==> src/rtl/cfd_pkg.sv <==
// ----------------------------------------------------------------------------
// cfd_pkg: shared types and constants of the control frame deframer
// Header layout, status codes, configuration bundle and queue entry format.
// ----------------------------------------------------------------------------
package cfd_pkg;

    // header geometry
    localparam int HEADER_BYTES = 36;
    localparam int HDR_BITS     = 8 * HEADER_BYTES;
    localparam int HDR_IDX_W    = $clog2(HEADER_BYTES);

    // byte position counter, saturating at all ones
    localparam int POS_W = 33;
    localparam logic [POS_W-1:0] POS_MAX = '1;

    // configuration port
    localparam int CFG_INDEX_W = 2;
    localparam int CFG_DATA_W  = 32;
    localparam logic [CFG_INDEX_W-1:0] CFG_MAGIC    = 2'd0;
    localparam logic [CFG_INDEX_W-1:0] CFG_VERSION  = 2'd1;
    localparam logic [CFG_INDEX_W-1:0] CFG_MAX_LEN  = 2'd2;
    localparam logic [CFG_INDEX_W-1:0] CFG_TYPE_MSK = 2'd3;

    localparam logic [31:0] MAGIC_RST   = 32'd0;
    localparam logic [15:0] VERSION_RST = 16'd1;
    localparam logic [31:0] MAX_LEN_RST = 32'd1048576;
    localparam logic [15:0] TYPE_RST    = 16'd0;

    // front/back queue
    localparam int QUEUE_DEPTH = 2;
    localparam int QPTR_W      = (QUEUE_DEPTH > 1) ? $clog2(QUEUE_DEPTH) : 1;
    localparam int QCNT_W      = $clog2(QUEUE_DEPTH + 1);

    // result stream
    localparam int OUT_DATA_W = 256;

    typedef enum logic [3:0] {
        ST_OK          = 4'd0,
        ST_TRUNC_HDR   = 4'd1,
        ST_BAD_MAGIC   = 4'd2,
        ST_BAD_VERSION = 4'd3,
        ST_BAD_TYPE    = 4'd4,
        ST_TOO_LARGE   = 4'd5,
        ST_TRUNC_PAY   = 4'd6,
        ST_TRAILING    = 4'd7,
        ST_ZERO_ID     = 4'd8
    } status_t;

    typedef enum logic {
        KIND_PAYLOAD = 1'b0,
        KIND_VERDICT = 1'b1
    } kind_t;

    typedef struct packed {
        logic [31:0] magic_word;
        logic [15:0] protocol_version;
        logic [31:0] max_payload_len;
        logic [15:0] known_type_mask;
    } cfg_t;

    // decoded header, little-endian byte order
    typedef struct packed {
        logic [31:0] payload_len;
        logic [63:0] generation;
        logic [63:0] sess_ident;
        logic [63:0] req_ident;
        logic [15:0] message_type;
        logic [15:0] version;
        logic [31:0] magic;
    } header_t;

    typedef struct packed {
        status_t     status;
        logic [15:0] message_type;
        logic [63:0] req_ident;
        logic [63:0] sess_ident;
        logic [63:0] generation;
        logic [31:0] payload_len;
    } verdict_t;

    // one entry per accepted byte that yields at least one result
    typedef struct packed {
        logic        has_payload;
        logic [7:0]  payload_byte;
        logic        is_verdict;
        verdict_t    verdict;
    } queue_entry_t;

endpackage

==> src/rtl/cfd_front.sv <==
// ----------------------------------------------------------------------------
// cfd_front: byte intake and classification
// Tracks the byte position, captures the header, runs the header checks and
// pushes one queue entry for each byte that produces results.
// ----------------------------------------------------------------------------
module cfd_front (
    input  logic                 aclk,
    input  logic                 aresetn,
    input  cfd_pkg::cfg_t        cfg,
    input  logic                 s_tvalid,
    output logic                 s_tready,
    input  logic [7:0]           s_tdata,   // [7:0] data_byte
    input  logic                 s_tlast,   // last_byte
    input  logic                 q_full,
    output logic                 q_push,
    output cfd_pkg::queue_entry_t q_entry
);

    logic [cfd_pkg::POS_W-1:0]    pos_reg, pos_next;
    logic [cfd_pkg::HDR_BITS-1:0] hdr_reg, hdr_next;
    logic [cfd_pkg::POS_W-1:0]    count;
    logic [cfd_pkg::POS_W-1:0]    frame_len;
    logic                         in_header;
    logic                         accept;
    logic                         pass_byte;
    cfd_pkg::header_t             hdr;
    cfd_pkg::status_t             hdr_status;
    cfd_pkg::verdict_t            verdict;

    assign s_tready = !q_full;
    assign accept   = s_tvalid && s_tready;

    // header view including the byte arriving now
    assign in_header = pos_reg < cfd_pkg::POS_W'(cfd_pkg::HEADER_BYTES);

    always_comb begin
        hdr_next = hdr_reg;
        if (in_header) begin
            hdr_next[pos_reg[cfd_pkg::HDR_IDX_W-1:0]*8 +: 8] = s_tdata;
        end
    end

    assign hdr = cfd_pkg::header_t'(hdr_next);

    // magic, version, type and length checks in priority order
    always_comb begin
        if (hdr.magic != cfg.magic_word) begin
            hdr_status = cfd_pkg::ST_BAD_MAGIC;
        end else if (hdr.version != cfg.protocol_version) begin
            hdr_status = cfd_pkg::ST_BAD_VERSION;
        end else if (hdr.message_type[15:4] != '0 ||
                     !cfg.known_type_mask[hdr.message_type[3:0]]) begin
            hdr_status = cfd_pkg::ST_BAD_TYPE;
        end else if (hdr.payload_len > cfg.max_payload_len) begin
            hdr_status = cfd_pkg::ST_TOO_LARGE;
        end else begin
            hdr_status = cfd_pkg::ST_OK;
        end
    end

    // saturating byte count and expected frame length
    assign count     = (pos_reg == cfd_pkg::POS_MAX) ? cfd_pkg::POS_MAX : pos_reg + 1'b1;
    assign frame_len = cfd_pkg::POS_W'(cfd_pkg::HEADER_BYTES) +
                       cfd_pkg::POS_W'(hdr.payload_len);

    assign pass_byte = !in_header && hdr_status == cfd_pkg::ST_OK && pos_reg < frame_len;

    // verdict for the last byte of the buffer
    always_comb begin
        verdict = '0;
        if (count < cfd_pkg::POS_W'(cfd_pkg::HEADER_BYTES)) begin
            verdict.status = cfd_pkg::ST_TRUNC_HDR;
        end else begin
            if (hdr_status != cfd_pkg::ST_OK) begin
                verdict.status = hdr_status;
            end else if (count < frame_len) begin
                verdict.status = cfd_pkg::ST_TRUNC_PAY;
            end else if (count > frame_len) begin
                verdict.status = cfd_pkg::ST_TRAILING;
            end else if (hdr.req_ident == '0) begin
                verdict.status = cfd_pkg::ST_ZERO_ID;
            end else begin
                verdict.status = cfd_pkg::ST_OK;
            end
            verdict.message_type = hdr.message_type;
            verdict.req_ident    = hdr.req_ident;
            verdict.sess_ident   = hdr.sess_ident;
            verdict.generation   = hdr.generation;
            verdict.payload_len  = hdr.payload_len;
        end
    end

    always_comb begin
        q_entry              = '0;
        q_entry.has_payload  = pass_byte;
        q_entry.payload_byte = s_tdata;
        q_entry.is_verdict   = s_tlast;
        q_entry.verdict      = verdict;
    end

    assign q_push = accept && (pass_byte || s_tlast);

    // position restarts after the last byte
    assign pos_next = s_tlast ? '0 : count;

    always_ff @(posedge aclk) begin
        if (!aresetn) begin
            pos_reg <= '0;
        end else if (accept) begin
            pos_reg <= pos_next;
        end
    end

    // header bytes, no reset needed
    always_ff @(posedge aclk) begin
        if (accept) begin
            hdr_reg <= hdr_next;
        end
    end

    // a finished buffer always leaves the position at zero
    a_pos_restart: assert property (@(posedge aclk) disable iff (!aresetn)
        accept && s_tlast |=> pos_reg == '0)
        else $error("byte position not cleared after last byte");

    // every non-final byte advances the position unless the position is saturated
    a_pos_advance: assert property (@(posedge aclk) disable iff (!aresetn)
        accept && !s_tlast && pos_reg != cfd_pkg::POS_MAX |=> pos_reg != '0)
        else $error("byte position lost within a buffer");

endmodule

==> src/rtl/cfd_queue.sv <==
// ----------------------------------------------------------------------------
// cfd_queue: short queue between front and back
// Register-based circular buffer of classified entries.
// ----------------------------------------------------------------------------
module cfd_queue (
    input  logic                  aclk,
    input  logic                  aresetn,
    input  logic                  push,
    input  cfd_pkg::queue_entry_t push_entry,
    input  logic                  pop,
    output logic                  full,
    output logic                  head_valid,
    output cfd_pkg::queue_entry_t head_entry
);

    cfd_pkg::queue_entry_t            entry_reg [cfd_pkg::QUEUE_DEPTH];
    logic [cfd_pkg::QPTR_W-1:0]       wr_ptr_reg, wr_ptr_next;
    logic [cfd_pkg::QPTR_W-1:0]       rd_ptr_reg, rd_ptr_next;
    logic [cfd_pkg::QCNT_W-1:0]       count_reg, count_next;
    logic                             do_push;
    logic                             do_pop;

    assign full       = count_reg == cfd_pkg::QCNT_W'(cfd_pkg::QUEUE_DEPTH);
    assign head_valid = count_reg != '0;
    assign head_entry = entry_reg[rd_ptr_reg];

    assign do_push = push && !full;
    assign do_pop  = pop && head_valid;

    // pointer and occupancy update
    always_comb begin
        wr_ptr_next = wr_ptr_reg;
        rd_ptr_next = rd_ptr_reg;
        count_next  = count_reg;
        if (do_push) begin
            wr_ptr_next = (wr_ptr_reg == cfd_pkg::QPTR_W'(cfd_pkg::QUEUE_DEPTH - 1)) ?
                          '0 : wr_ptr_reg + 1'b1;
        end
        if (do_pop) begin
            rd_ptr_next = (rd_ptr_reg == cfd_pkg::QPTR_W'(cfd_pkg::QUEUE_DEPTH - 1)) ?
                          '0 : rd_ptr_reg + 1'b1;
        end
        if (do_push && !do_pop) begin
            count_next = count_reg + 1'b1;
        end else if (do_pop && !do_push) begin
            count_next = count_reg - 1'b1;
        end
    end

    always_ff @(posedge aclk) begin
        if (!aresetn) begin
            wr_ptr_reg <= '0;
            rd_ptr_reg <= '0;
            count_reg  <= '0;
        end else begin
            wr_ptr_reg <= wr_ptr_next;
            rd_ptr_reg <= rd_ptr_next;
            count_reg  <= count_next;
        end
    end

    always_ff @(posedge aclk) begin
        if (do_push) begin
            entry_reg[wr_ptr_reg] <= push_entry;
        end
    end

    // occupancy never exceeds the depth
    a_count_bound: assert property (@(posedge aclk) disable iff (!aresetn)
        count_reg <= cfd_pkg::QCNT_W'(cfd_pkg::QUEUE_DEPTH))
        else $error("queue occupancy out of range");

    // the front never pushes into a full queue
    a_no_overflow: assert property (@(posedge aclk) disable iff (!aresetn)
        push |-> !full)
        else $error("push into full queue");

endmodule

==> src/rtl/cfd_back.sv <==
// ----------------------------------------------------------------------------
// cfd_back: result generation
// Expands each queue entry into a payload transfer, a verdict transfer or
// both, through a registered output stage.
// ----------------------------------------------------------------------------
module cfd_back (
    input  logic                  aclk,
    input  logic                  aresetn,
    input  logic                  head_valid,
    input  cfd_pkg::queue_entry_t head_entry,
    output logic                  pop,
    output logic                  m_tvalid,
    input  logic                  m_tready,
    output logic [cfd_pkg::OUT_DATA_W-1:0] m_tdata,
    output logic                  m_tuser
);

    logic                            phase_reg, phase_next;
    logic                            out_valid_reg, out_valid_next;
    cfd_pkg::kind_t                  out_kind_reg, out_kind_next;
    logic [cfd_pkg::OUT_DATA_W-1:0]  out_data_reg, out_data_next;
    logic                            out_free;
    logic                            send_payload;
    cfd_pkg::verdict_t               v;

    assign out_free     = !out_valid_reg || m_tready;
    assign send_payload = head_entry.has_payload && !phase_reg;
    assign v            = head_entry.verdict;

    // choose the next transfer from the head entry
    always_comb begin
        pop            = 1'b0;
        phase_next     = phase_reg;
        out_valid_next = out_valid_reg && !m_tready;
        out_kind_next  = out_kind_reg;
        out_data_next  = out_data_reg;
        if (head_valid && out_free) begin
            out_valid_next = 1'b1;
            if (send_payload) begin
                out_kind_next = cfd_pkg::KIND_PAYLOAD;
                out_data_next = cfd_pkg::OUT_DATA_W'(head_entry.payload_byte);
                if (head_entry.is_verdict) begin
                    phase_next = 1'b1;
                end else begin
                    pop = 1'b1;
                end
            end else begin
                out_kind_next = cfd_pkg::KIND_VERDICT;
                out_data_next = cfd_pkg::OUT_DATA_W'({v.payload_len, v.generation,
                                                      v.sess_ident, v.req_ident,
                                                      v.message_type, v.status, 8'd0});
                pop        = 1'b1;
                phase_next = 1'b0;
            end
        end
    end

    always_ff @(posedge aclk) begin
        if (!aresetn) begin
            phase_reg     <= 1'b0;
            out_valid_reg <= 1'b0;
        end else begin
            phase_reg     <= phase_next;
            out_valid_reg <= out_valid_next;
        end
    end

    always_ff @(posedge aclk) begin
        out_kind_reg <= out_kind_next;
        out_data_reg <= out_data_next;
    end

    assign m_tvalid = out_valid_reg;
    assign m_tdata  = out_data_reg;
    assign m_tuser  = out_kind_reg;

    // a queued entry always carries at least one result
    a_entry_nonempty: assert property (@(posedge aclk) disable iff (!aresetn)
        head_valid |-> head_entry.has_payload || head_entry.is_verdict)
        else $error("empty entry in queue");

    // the verdict half of an entry stays pending at the head
    a_phase_pending: assert property (@(posedge aclk) disable iff (!aresetn)
        phase_reg |-> head_valid && head_entry.is_verdict)
        else $error("verdict phase without pending verdict");

endmodule

==> src/rtl/control_frame_deframer.sv <==
// ----------------------------------------------------------------------------
// control_frame_deframer: length-prefixed control frame parser
// Holds the configuration registers and joins intake, queue and output.
// ----------------------------------------------------------------------------
// Usage:
//   s_* carries the encoded buffer one byte per transfer, s_tlast on its
//   final byte. The first 36 bytes form the little-endian header; payload
//   bytes that pass the header checks come out on m_* with m_tuser low,
//   and the final byte of each buffer yields a verdict transfer with
//   m_tuser high carrying the status and decoded header fields.
//   cfg_we/cfg_index/cfg_wdata write magic, version, max payload length
//   and known type mask; write them only while the block is idle.
//   Each result-carrying byte is queued when it is accepted; its result
//   then loads the output register once that register is free.
//   Throughput: one input byte per cycle; one result per cycle out while
//   m_tready is high, so a final byte that also passes payload yields a
//   payload transfer followed by a verdict transfer.
//   The input stalls only when the two-entry queue is full.
//   Reset clears the byte position, the queue and the output valid, and
//   loads the configuration defaults. When the receiver holds m_tready low
//   the output register keeps its transfer and the queue absorbs up to two
//   more result-carrying bytes before s_tready drops.
// ----------------------------------------------------------------------------
module control_frame_deframer (
    input  logic                               aclk,
    input  logic                               aresetn,
    input  logic                               s_tvalid,
    output logic                               s_tready,
    input  logic [7:0]                         s_tdata,   // [7:0] data_byte
    input  logic                               s_tlast,   // last_byte
    output logic                               m_tvalid,
    input  logic                               m_tready,
    // [7:0] payload_byte, [11:8] status, [27:12] message_type,
    // [91:28] req_ident, [155:92] sess_ident, [219:156] generation,
    // [251:220] payload_len, [255:252] zero
    output logic [cfd_pkg::OUT_DATA_W-1:0]     m_tdata,
    output logic                               m_tuser,   // item_kind
    input  logic                               cfg_we,
    input  logic [cfd_pkg::CFG_INDEX_W-1:0]    cfg_index,
    input  logic [cfd_pkg::CFG_DATA_W-1:0]     cfg_wdata
);

    cfd_pkg::cfg_t         cfg_reg;
    logic                  q_full;
    logic                  q_push;
    logic                  q_pop;
    logic                  head_valid;
    cfd_pkg::queue_entry_t push_entry;
    cfd_pkg::queue_entry_t head_entry;

    // configuration register bank
    always_ff @(posedge aclk) begin
        if (!aresetn) begin
            cfg_reg.magic_word       <= cfd_pkg::MAGIC_RST;
            cfg_reg.protocol_version <= cfd_pkg::VERSION_RST;
            cfg_reg.max_payload_len  <= cfd_pkg::MAX_LEN_RST;
            cfg_reg.known_type_mask  <= cfd_pkg::TYPE_RST;
        end else if (cfg_we) begin
            case (cfg_index)
                cfd_pkg::CFG_MAGIC:    cfg_reg.magic_word       <= cfg_wdata;
                cfd_pkg::CFG_VERSION:  cfg_reg.protocol_version <= cfg_wdata[15:0];
                cfd_pkg::CFG_MAX_LEN:  cfg_reg.max_payload_len  <= cfg_wdata;
                cfd_pkg::CFG_TYPE_MSK: cfg_reg.known_type_mask  <= cfg_wdata[15:0];
                default: ;
            endcase
        end
    end

    cfd_front u_front (
        .aclk     (aclk),
        .aresetn  (aresetn),
        .cfg      (cfg_reg),
        .s_tvalid (s_tvalid),
        .s_tready (s_tready),
        .s_tdata  (s_tdata),
        .s_tlast  (s_tlast),
        .q_full   (q_full),
        .q_push   (q_push),
        .q_entry  (push_entry)
    );

    cfd_queue u_queue (
        .aclk       (aclk),
        .aresetn    (aresetn),
        .push       (q_push),
        .push_entry (push_entry),
        .pop        (q_pop),
        .full       (q_full),
        .head_valid (head_valid),
        .head_entry (head_entry)
    );

    cfd_back u_back (
        .aclk       (aclk),
        .aresetn    (aresetn),
        .head_valid (head_valid),
        .head_entry (head_entry),
        .pop        (q_pop),
        .m_tvalid   (m_tvalid),
        .m_tready   (m_tready),
        .m_tdata    (m_tdata),
        .m_tuser    (m_tuser)
    );

endmodule

==> config.mk <==
export PLATFORM = sky130hd
export DESIGN_NAME = control_frame_deframer
export DESIGN_NICKNAME = d
export VERILOG_FILES = /design/src/rtl/cfd_pkg.sv /design/src/rtl/cfd_front.sv /design/src/rtl/cfd_queue.sv /design/src/rtl/cfd_back.sv /design/src/rtl/control_frame_deframer.sv
export SDC_FILE = /design/constraint.sdc
export NUM_CORES = 2
export LEC_CHECK = 0
export BUFFER_PORTS_ARGS = -buffer_cell sky130_fd_sc_hd__buf_2
export CAP_MARGIN = 20
export CORE_MARGIN = 5
export CORE_UTILIZATION = 35
export DETAILED_ROUTE_END_ITERATION = 8
export PLACE_DENSITY = 0.54
export SYNTH_ARGS = -nofsm -noshare
export SYNTH_HDL_FRONTEND = slang
export SYNTH_HIERARCHICAL = 1
export SYNTH_SLANG_ARGS = --single-unit
==> constraint.sdc <==
create_clock -name aclk -period 16.1 [get_ports aclk]
set_input_delay 0.805 -clock aclk [delete_from_list [all_inputs] [get_ports aclk]]
set_output_delay 0.805 -clock aclk [all_outputs]
set_load 0.01 [all_outputs]
* Word level (Yosys, flattened, before mapping)
Memories as Yosys holds them, arrays and structs flattened. A register that Yosys moved wholly into a read port is not among the register bits. Cells that the tools add are included.
Storage, ports and cells: register bits after elaboration 680, RAM bits 508, input bits 48, output and inout bits 259, memories 1
Operators by class: $add $sub $neg 7, order comparisons 7, eq/ne operators 8, shifts and indexed selects 2, muxes and demuxes 31, reduce and logical (&&, ||, !) cells 34
Memory list:
- u_queue.entry_reg | depth 2, bits a word 254, rd ports 1, clocked after Yosys merged registers in 1, write ports 1, RTL line cfd_queue.sv:16 | cfd_pkg::queue_entry_t entry_reg [cfd_pkg::QUEUE_DEPTH];
Operators with widths (number):
- 288-bit bitwise mux | 1
- 288-bit 2-to-1 mux | 1
- 8-bit by 34-bit variable shift with 288-bit output (first input constant) | 1
- 8-bit by 34-bit variable part select with 288-bit output | 1
- 240-bit 2-to-1 mux | 1
- 33-bit < comparator | 2
- 33-bit by 6-bit < comparator with 1-bit output (second input constant) | 2
- 33-bit 2-to-1 mux | 2
- 64-bit logical NOT | 1
- 9-bit negation with 34-bit output | 1
- 33-bit by 1-bit adder with 33-bit output (second input constant) | 1
- 6-bit by 32-bit adder with 33-bit output (first input constant) | 1
- 33-bit == test (second input constant) | 1
- 33-bit > comparator | 1
- 32-bit > comparator | 1
- 4-bit 2-to-1 mux | 8
- 32-bit inequality test | 1
- 16-bit inequality test | 1
- 1-bit 2-to-1 mux | 14
- 12-bit nonzero test | 1
- 1-bit logical AND | 11
- 2-bit AND reduction | 5
- 1-bit logical NOT | 8
- 2-bit == test (second input constant) | 3
- 14 further kinds | 19

* Depth between registers and ports, before layout
word-level depth 21, mapped depth 37, gate-level depth less buffers 32

* Modules after synthesis
The synthesis kept the hierarchy.
Modules (own cells, without submodules):
- cfd_front | times used 1, cells an instance 2652, area an instance 23072.1 µm², seq. area each 9308.9 µm²
- cfd_queue | times used 1, cells an instance 815, area an instance 18788.0 µm², seq. area each 15354.7 µm²
- cfd_back | times used 1, cells an instance 550, area an instance 9507.9 µm², seq. area each 7637.3 µm²
- control_frame_deframer | times used 1, cells an instance 349, area an instance 3568.4 µm², seq. area each 1921.8 µm²

* Least setup slack after synthesis
Ideal clock, no wire load.
path type reg-to-reg, start point reg u_front/pos_reg[0] (netlist bit), end point reg u_queue.wr_ptr_reg, data arrival time 16.653 ns, data required time 15.997 ns, path slack -0.655 ns, stages on the path, launching flop included 30, clock period less this slack 16.755 ns, cells stage by stage dfxtp_1 > buf_2 > buf_2 > buf_2 > clkinv_1 > ha_1 > buf_6 > xnor2_2 > a2111oi_2 > nand3_1 > clkbuf_1 > o21ai_0 > ha_1 > a31oi_1 > nor4_1 > o22a_1 > nand3_1 > nor4_1 > xnor2_1 > ha_1 > a21o_1 > a31o_2 > a221oi_1 > o21ai_0 > nor3_1 > nand3_1 > o221ai_1 > inv_1 > nor3_2 > o21a_1
RTL lines:
- start: declaration | RTL line cfd_front.sv:19 | logic [cfd_pkg::POS_W-1:0] pos_reg, pos_next;
- start signal: assignment | RTL line cfd_front.sv:110 | pos_reg <= pos_next;
- end signal: assignment | RTL line cfd_queue.sv:56 | wr_ptr_reg <= wr_ptr_next;
- end: declaration | RTL line cfd_queue.sv:17 | logic [cfd_pkg::QPTR_W-1:0] wr_ptr_reg, wr_ptr_next;

==> impl_metrics.env <==
export IMPL_synth_edf_count=1049
export IMPL_post_cts_buffers=0
export IMPL_antenna_found_initial=6
export IMPL_syn_area_um2=54900
export IMPL_wl_per_cell_um=24.8
export IMPL_grt_overflow=0
export IMPL_clockRootBuffer="clkbuf_16"
export IMPL_irDropWorstVdd_uv=178
export IMPL_final_hold_viol_count=0
export IMPL_slew_violations=0
export IMPL_firstDrtPassIters=8
export IMPL_remaining_drc_errors=0
export IMPL_synth_seq_cells=1185
export IMPL_grt_first_pass_wirelength_mm=241
export IMPL_final_cell_mix="edfxtp_1 (1,049), nand2_1 (476), buf_2 (301)"
export IMPL_clock_sinks=1185
export IMPL_dr_first_iter_drc_count=3360
export IMPL_grt_setup_unrepaired="false"
export IMPL_num_rows=145
export IMPL_max_cap_viol_count=0
export IMPL_fill_cells=14838
export IMPL_dp_hpwl_mm=115
export IMPL_grtUsageTotal_pct=19.9
export IMPL_postRouteAntennaNets=0
export IMPL_leakage_nw=23.0
export IMPL_synth_avg_cell_area_um2=12.6
export IMPL_cts_hold_buf=0
export IMPL_p_sw_w=0.00288
export IMPL_tns_ps=0
export IMPL_globalplace_congestion=0.913
export IMPL_synthDistinctLibCells=109
export IMPL_period_needed_ps=10810
export IMPL_coreArea_um2=156000
export IMPL_fmaxAchievable_mhz=92.5
export IMPL_p_int_w=0.00668
export IMPL_clkSlewWorstSetupHoldPaths_ps=60
export IMPL_arrival_ps=11200
export IMPL_postLayoutCoreUtil_pct=40.0
export IMPL_layout_drive_gt1_share_pct=19.5
export IMPL_largest_reg_flops=508
export IMPL_async_flop_share_pct=0
export IMPL_fp_dieH_um=406
export IMPL_setup_violations=0
export IMPL_vias=35720
export IMPL_drt_total_wl_mm=168
export IMPL_h_tree_depth=4
export IMPL_power_switching_share_pct=30.1
export IMPL_status="finished clean"
export IMPL_holdWs_ps=313
export IMPL_io_pins=307
export IMPL_worst_pin_slew_ps=1260
export IMPL_cts_made_buffers=134
export IMPL_min_path_type="input port to flop"
export IMPL_clockPowerShare_pct=30.4
export IMPL_start_kind="flop"
export IMPL_cts_resized=0
export IMPL_final_common_cell="edfxtp_1"
export IMPL_grt_max_degree=172
export IMPL_port_buffers=302
export IMPL_cts_max_path_buffers=3
export IMPL_seq_area_frac_synth_pct=62.3
export IMPL_start_util_pct=35.2
export IMPL_die_w_um=406
export IMPL_critPathRequiredTime_ps=16490
export IMPL_grt_pass1_vias=34882
export IMPL_maxSlewHeadroom_pct=15.3
export IMPL_seq_power_share_pct=46.6
export IMPL_vias_per_cell=5.27
export IMPL_slowest_stage="dfxtp_1"
export IMPL_skew_ps=32.7
export IMPL_cts_tree="done"
export IMPL_fin_crit_sh_pct=67.2
export IMPL_place_area_um2=58400
export IMPL_die_area_um2=165000
export IMPL_worst_setup_path_end_kind="flop"
export IMPL_synth_ff_type="edfxtp_1"
export IMPL_max_stage_delay_ps=1020
export IMPL_ys_warnings_count=6
export IMPL_combPwrFrac_pct=23.0
export IMPL_syn_to_final_growth_pct=13.8
export IMPL_power_density_nw_per_um2=153
export IMPL_clk_latency_ps=790
export IMPL_netlist_instances=4366
export IMPL_stdcell_area_um2=62500
export IMPL_worstSetupPathType="flop to flop"
export IMPL_finalPower_w=0.00956
export IMPL_cp_max_fo=113
export IMPL_nets=4762
## cells in the mapped netlist (8+ instances only)
library cell  number  area share [%]
or4_1              9            0.12
mux2_2           234             4.8
o221a_2            8            0.16
and2_1           274             3.1
nand3_1          103            0.94
nor2b_1          188             2.1
xnor2_1           64             1.0
xor2_1            32            0.51
nor4_1            36            0.41
o211ai_1          10            0.14
buf_2             39            0.36
buf_4             35            0.48
clkbuf_1         144            0.98
mux2i_1          129             2.4
dfxtp_1          136             5.0
a22oi_1           17            0.23
inv_1            180             1.2
o21ai_0          206             1.9
nand4_1           65            0.74
mux2_4            60             1.6
o22ai_1           16            0.18
a21boi_0           8            0.11
ha_1              94             2.1
nor3_1            67            0.61
o21a_1            13            0.18
or2_2              8           0.091
a31oi_1           25            0.28
and4_1            13            0.21
or3_1             10            0.11
nor4_2             8            0.18
and3_1            32            0.36
a21oi_1          116             1.1
a21o_1            48            0.66
o2111ai_1         12            0.19
nor2_1           207             1.4
nand2_1          477             3.3
nand2b_1           9            0.10
edfxtp_1        1049              57
buf_6             27            0.55
## layout make-up
type,count,area [um^2],area share (%)
sequential,1185,34200,54.8
inverter,184,706,1.13
tap,2058,2570,4.12
clock inverter,61,552,0.883
antenna,4,10.0,0.0160
multi-input combinational,2747,18800,30.0
timing repair buffer,368,2080,3.33
clock buffer,172,3590,5.74
## worst max-delay path, delay by kind of cell, from the launching register on
kind / cells / cell delay [ps]
buffers and inverters: 2 / 1080
DFF: 1 / 1020
AOI/OAI and AO/OA: 8 / 2460
adders and majority gates: 3 / 1030
and+or+nand+nor: 11 / 4280
xor gates and xnor gates: 1 / 200
## through the flow
| stage | worst slack, ps | std cells |
|---|---|---|
| CTS | 5580 | 6775 |
| global placement | 5620 | 6542 |
| detailed placement | 5590 | 6542 |
| global route | 4900 | 6775 |
| finish | 5290 | 6779 |
| floorplan | 3300 | 4369 |
## worst paths after layout
kind,start,to,slack (ps),cells after the start
max,u_front/pos_reg[3],u_queue/entry_reg[1][44],5290,25
min,cfg_wdata[20],cfg_reg[84],310,3
max reg2reg,u_front/pos_reg[3],u_queue/entry_reg[1][44],5290,25
min reg2reg,cfg_reg[42],cfg_reg[42],460,2
## cell families (layout without fill, tap and decap cells)
kind of cell | Yosys count | after routing | synth area share, %
and+or+nand+nor | 1558 | 1558 | 14.8
DFF | 1185 | 1185 | 62.3
AOI/OAI and AO/OA | 569 | 569 | 6.65
buffers and inverters | 437 | 785 | 3.69
muxes | 424 | 424 | 8.81
xor gates and xnor gates | 97 | 97 | 1.56
adders and majority gates | 95 | 95 | 2.16
other | 1 | 8 | 0.00683
## power by group through the flow
stage          combinational (W)  clock, W  sequential, W
6_report                 0.00219   0.00291        0.00446
3_3_place_gp             0.00222         0        0.00452
3_5_place_dp             0.00223         0        0.00453
4_1_cts                  0.00224   0.00299        0.00447
5_1_grt                  0.00239   0.00312        0.00452
2_1_floorplan            0.00122         0        0.00480
## layer usage
layer / global-route usage [%] / vias to the layer above / wire [um] / part of all wire (%)
li1: - / 16387 / - / -
met1: 26.9 / 17812 / 73000 / 43
met2: 31.7 / 1230 / 77600 / 46
met3: 3.82 / 289 / 11200 / 6.7
met4: 7.53 / 2 / 6380 / 3.8
met5: 0.714 / - / 157 / 0.093
Power figures use the tool's default switching activity.
